--- src/pwl_pkg.sv ---
// package for the piecewise linear interpolator
// types, constants and command/status codes; no dependencies
`default_nettype none
package pwl_pkg;
	localparam int TABLE_DEPTH_DEF = 64;
	localparam int VALUE_WIDTH_DEF = 32;
	localparam int IDX_W = 6;
	localparam int CNT_W = 7;

	typedef enum logic {
		CMD_WRITE = 1'b0,
		CMD_QUERY = 1'b1
	} cmd_t;

	typedef enum logic [1:0] {
		ST_INSIDE = 2'd0,
		ST_BELOW  = 2'd1,
		ST_ABOVE  = 2'd2,
		ST_ZERO   = 2'd3
	} status_t;
endpackage
`default_nettype wire

--- src/pwl_front.sv ---
// front end: accepts items and queues them for the engine
// depends on pwl_pkg
`default_nettype none
module pwl_front #(
	parameter int W = 32
) (
	input  wire logic                   clk,
	input  wire logic                   arst_n,
	input  wire logic                   in_valid,
	output logic                        in_ready,
	input  wire logic                   in_cmd,
	input  wire logic [pwl_pkg::IDX_W-1:0] in_idx,
	input  wire logic [W-1:0]           in_ex,
	input  wire logic [W-1:0]           in_ey,
	input  wire logic [W-1:0]           in_qx,
	output logic                        q_valid,
	input  wire logic                   q_ready,
	output logic                        q_cmd,
	output logic [pwl_pkg::IDX_W-1:0]   q_idx,
	output logic [W-1:0]                q_ex,
	output logic [W-1:0]                q_ey,
	output logic [W-1:0]                q_qx
);
	import pwl_pkg::*;
	localparam int DW = 1 + IDX_W + 3 * W;
	logic [DW-1:0] buf_q [2];
	logic          wp_q, rp_q;
	logic [1:0]    cnt_q;
	logic          push, pop;

	assign in_ready = (cnt_q != 2'd2);
	assign q_valid  = (cnt_q != 2'd0);
	assign push = in_valid && in_ready;
	assign pop  = q_valid && q_ready;
	assign {q_cmd, q_idx, q_ex, q_ey, q_qx} = buf_q[rp_q];

	always_ff @(posedge clk) begin
		if (push) begin
			buf_q[wp_q] <= {in_cmd, in_idx, in_ex, in_ey, in_qx};
		end
	end

	always_ff @(posedge clk or negedge arst_n) begin
		if (!arst_n) begin
			wp_q <= 1'b0;
			rp_q <= 1'b0;
			cnt_q <= 2'd0;
		end else begin
			if (push) wp_q <= ~wp_q;
			if (pop) rp_q <= ~rp_q;
			cnt_q <= cnt_q + {1'b0, push} - {1'b0, pop};
		end
	end
endmodule
`default_nettype wire

--- config.mk ---
export PLATFORM = sky130hd
export DESIGN_NAME = pwl_front
export DESIGN_NICKNAME = d
export VERILOG_FILES = /design/src/pwl_pkg.sv /design/src/pwl_front.sv
export SDC_FILE = /design/constraint.sdc
export NUM_CORES = 1
export LEC_CHECK = 0
export BUFFER_PORTS_ARGS = -buffer_cell sky130_fd_sc_hd__clkbuf_2
export CORE_MARGIN = 2
export CORE_UTILIZATION = 45
export DETAILED_ROUTE_END_ITERATION = 10
export PLACE_DENSITY = 0.67
export SYNTH_ARGS = -nofsm -noshare
export SYNTH_HDL_FRONTEND = slang
export SYNTH_SLANG_ARGS = --single-unit
export TNS_END_PERCENT = 100
--- constraint.sdc ---
create_clock -name clk -period 11.4 [get_ports clk]
set_input_delay 1.14 -clock clk [delete_from_list [all_inputs] [get_ports clk]]
set_output_delay 1.14 -clock clk [all_outputs]
set_load 0.02 [all_outputs]
======== Word level (Yosys, flattened, before mapping) ========
Memory sizes are Yosys's and may differ from the RTL's.
Cells that the tools add are included.
storage, ports and cells
  flip-flop bits (word level) ............. 4
  bits in latches ......................... 0
  RAM bits ................................ 206
  bits in read-only memories .............. 0
  bits of input ports ..................... 107
  output and inout bits ................... 105
  logic and storage cells ................. 14
  memories ................................ 1
memory list
  memory  depth  width  rd ports  clocked after Yosys merged registers in  wr ports  RTL line         text
  buf_q   2      103    1         0                                        1         pwl_front.sv:26  logic [DW-1:0] buf_q [2];
operators by class
  add/sub/neg operators ................... 2
  $mul .................................... 0
  div/mod/pow operators ................... 0
  order comparisons ....................... 0
  eq/ne operators ......................... 1
  shift-type cells ........................ 0
  muxes and demuxes ....................... 2
  bitwise gates (word level) .............. 2
  reductions and logical operators ........ 3
operators with widths
  cell                                         number
  2-bit by 1-bit adder with 2-bit output       1
  1-bit logical AND                            2
  1-bit 2-to-1 mux                             2
  2-bit != test (second input constant)        1
  1-bit NOT                                    2
  2-bit nonzero test                           1
  2-bit by 1-bit subtractor with 2-bit output  1

======== Depth between registers and ports, before layout ========
  depth after elaboration ................. 4
  depth in mapped cells ................... 7
  gate-level depth less buffers ........... 7

======== Worst setup path before layout ========
No wires, ideal clock.
  path type ............................... input -> register
  from .................................... input port in_valid
  to ...................................... memory buf_q[0][0] in the netlist's numbering (enable)
  setup time .............................. 566 ps
  arrival ................................. 5527 ps
  data required time ...................... 10834 ps
  slack ................................... 5307 ps
  cell stages on the path ................. 2
  buffers on the path ..................... 0
  cells stage by stage .................... nand2_1 nor2_1
between the ends
  cells in the longest elaborated chain, start to end .. 3
ends and longest elaborated chain
  what                                    RTL line         text
  start, declared                         pwl_front.sv:9   input wire logic in_valid,
  1-bit logical AND                       pwl_front.sv:33  assign push = in_valid && in_ready;
  1-bit 2-to-1 mux                        pwl_front.sv:38  if (push) begin
  1-bit 2-to-1 mux (not written as such)  pwl_front.sv:39  buf_q[wp_q] <= {in_cmd, in_idx, in_ex, in_ey, in_qx};
  end, declared                           pwl_front.sv:26
No other way between the ends.

======== Worst setup path in the final report ========
  from .................................... register rp_q
  to ...................................... output port q_qx[2]
between the ends
  cells in the longest elaborated chain, start to end .. 1
ends and longest elaborated chain
  what                     RTL line         text
  start, declared          pwl_front.sv:27  logic wp_q, rp_q;
  start signal, assigned   pwl_front.sv:50  if (pop) rp_q <= ~rp_q;
  memory read 2 x 103 bit  -
  end, declared            pwl_front.sv:22  output logic [W-1:0] q_qx
No other way between the ends.

==> out/metrics.csv <==
metric,value,unit
status,finished clean,
"Setup Fix Bufs, Post-CTS",0,
cell area after layout,9750,µm²
unrepaired setup endpoints after global routing,false,
Die Ht,136,µm
number of global-route vias before repair,3980,
"Cell Area, Synth",7880,µm²
final setup skew,0.0140,ns
Placed Area,9150,µm²
worst hold slack,0.457,ns
Congestion Overflow GR,0,
share of layout cells above drive strength 1,60.4,%
maxcap violations,0,
crit-path cells,buf_4 > mux2_2 > clkbuf_2,
cell count after synthesis,338,
post-CTS sizing,0,
CP endpoint kind,output pin,
first-pass GRT wire length,20.0,mm
I/O pin count,212,
num rows,48,
relative slew slack,40.7,%
unique cell type count in the Yosys netlist,17,
First-pass DRT Iterations,4,
FILL cells,1399,
Final Net Count,673,
Pwr Density,268,nW/µm²
largest net degree at the start of global routing,57,
sequential area share after synthesis,79.8,%
Die X,136,µm
Critical Path AT,2.90,ns
f_max,247,MHz
starting density of the core,45.7,%
clock-pin slew on the worst setup and hold paths,0.06,ns
"Clk Latency, worst-skew pair",0.48,ns
total die area,18600,µm²
Post-Syn Area per Cell,23.3,µm²
most frequent cells in the layout,"clkbuf_2, edfxtp_1, mux2_4",
required time worst endpoint,10.26,ns
Yosys reg bits,210,
"commonest non-fill, non-tap cell in the layout",clkbuf_2,
DRC viols,0,
WS Path Type,reg -> out,
Clock Sinks,210,
I/O Buffers,211,
Leakage,3.86,nW
period utilisation layout,35.5,%
Slowest cell on crit path,dfrtp_4,
Synthesis Warnings,0,
antenna violations before repair,1,
Iter 0 DRT Violations,209,
WL per Instance,16.9,µm
via count,3883,
CTS tree,yes,
H-tree depth,1,
GR Util All Layers,14.0,%
CTS Buffer Depth,3,
Slew @ Worst Pin,0.889,ns
area grow syn2layout,23.7,%
"Slew Viols, Final",0,
drt via density,4.83,
Setup TNS,0,ns
Startpoint Class,register,
post-synth net total,447,
GPL Wtd Cong,0.708,
final hold violation count,0,
fin crit period,4.04,ns
Post-DRT Antenna Nets,0,
CTS buffer count,21,
Post-CTS Hold Fix Bufs,0,
crit-path max FO,56,
Final setup viols,0,
Hold WC Path Type,in -> async,
"Largest stage delay, worst path",0.97,ns
Routed WL,13.6,mm
core area,17200,µm²
CTS root buf,clkbuf_16,
maximum VDD drop,0.146,mV
## cell usage after synthesis
master    instances  area, µm²
buf_6             7       78.8
buf_8             1       15.0
nand2_1           1       3.75
xor2_1            1       8.76
inv_1             1       3.75
dfrtp_1           4        100
buf_2             4       20.0
and2_1            1       6.26
nor2_1            1       3.75
ha_1              2       25.0
or2_2             1       6.26
and3_1            1       6.26
nand2b_1          1       6.26
mux2_4           60        901
edfxtp_1        206       6190
xnor2_1           3       26.3
mux2_2           43        484
## stage by stage
stage / worst slack (ns) / cells / utilization, % / power (mW)
2_1_floorplan: 5.31 / 338 / - / 1.81
3_3_place_gp: 7.84 / 766 / 53.1 / 2.03
3_5_place_dp: 7.80 / 766 / 53.1 / 2.05
4_1_cts: 7.27 / 803 / 56.6 / 2.66
5_1_grt: 7.18 / 803 / 56.6 / 2.74
6_report: 7.36 / 804 / 56.6 / 2.61
## final timing paths
kind                       cells past startpoint  slack [ns]     start            to
setup reg to reg                               3        9.02  cnt_q[1]  buf_q[1][98]
setup / recovery                               3        7.36      rp_q       q_qx[2]
max in group asynchronous                      1       10.79    arst_n          rp_q
hold / removal                                 1        0.46    arst_n      cnt_q[1]
min in group clk                               1        0.53  cnt_q[0]      cnt_q[0]
hold reg to reg                                1        0.53  cnt_q[0]      cnt_q[0]
## critical path, delay by kind of cell (launching register included)
| kind | cells | cell delay, ns |
|---|---|---|
| muxes | 1 | 0.41 |
| DFF | 1 | 0.97 |
| buffers and inverters | 2 | 0.98 |
## kinds of logic (layout without fill, tap and decap cells)
kind of cell             count (synthesis)  count (layout)  synth area share, %
flip-flops                             210             210                 79.8
multiplexers                           103             103                 17.6
buffers and inverters                   13             253                 1.49
AND/OR/NAND/NOR                          6               6                0.413
XOR/XNOR                                 4               4                0.445
adder cells (fa/ha/maj)                  2               2                0.317
other                                    0               1                    0
## flip-flops by register name, indices dropped and copies added, names as in the netlist
register	cells
wp_q	1
cnt_q	2
rp_q	1
buf_q	206
## cell type report
| cell class | count | area [µm²] | share of cell area (%) |
|---|---|---|---|
| flip-flops and latches | 210 | 6290 | 64.5 |
| clock buffers | 30 | 559 | 5.74 |
| repair buffers | 215 | 1090 | 11.1 |
| clock inverters | 7 | 37.5 | 0.385 |
| multi-input cells | 115 | 1490 | 15.3 |
| diodes | 1 | 2.50 | 0.0257 |
| well taps | 225 | 282 | 2.89 |
| inverters | 1 | 3.75 | 0.0385 |
## where the power goes
part | switching, mW | leakage (nW) | internal [mW]
Combinational | 0.495 | 1.61 | 0.375
Sequential | 0.0819 | 1.96 | 1.06
Clock | 0.259 | 0.295 | 0.342
Total | 0.836 | 3.86 | 1.77
## layer usage
layer	part of all wire (%)	track usage (%)
met1	40	16.9
met2	49	24.0
met3	8.8	4.21
met4	2.5	4.69
met5	0	0
(Power assumes the default switching activity.)
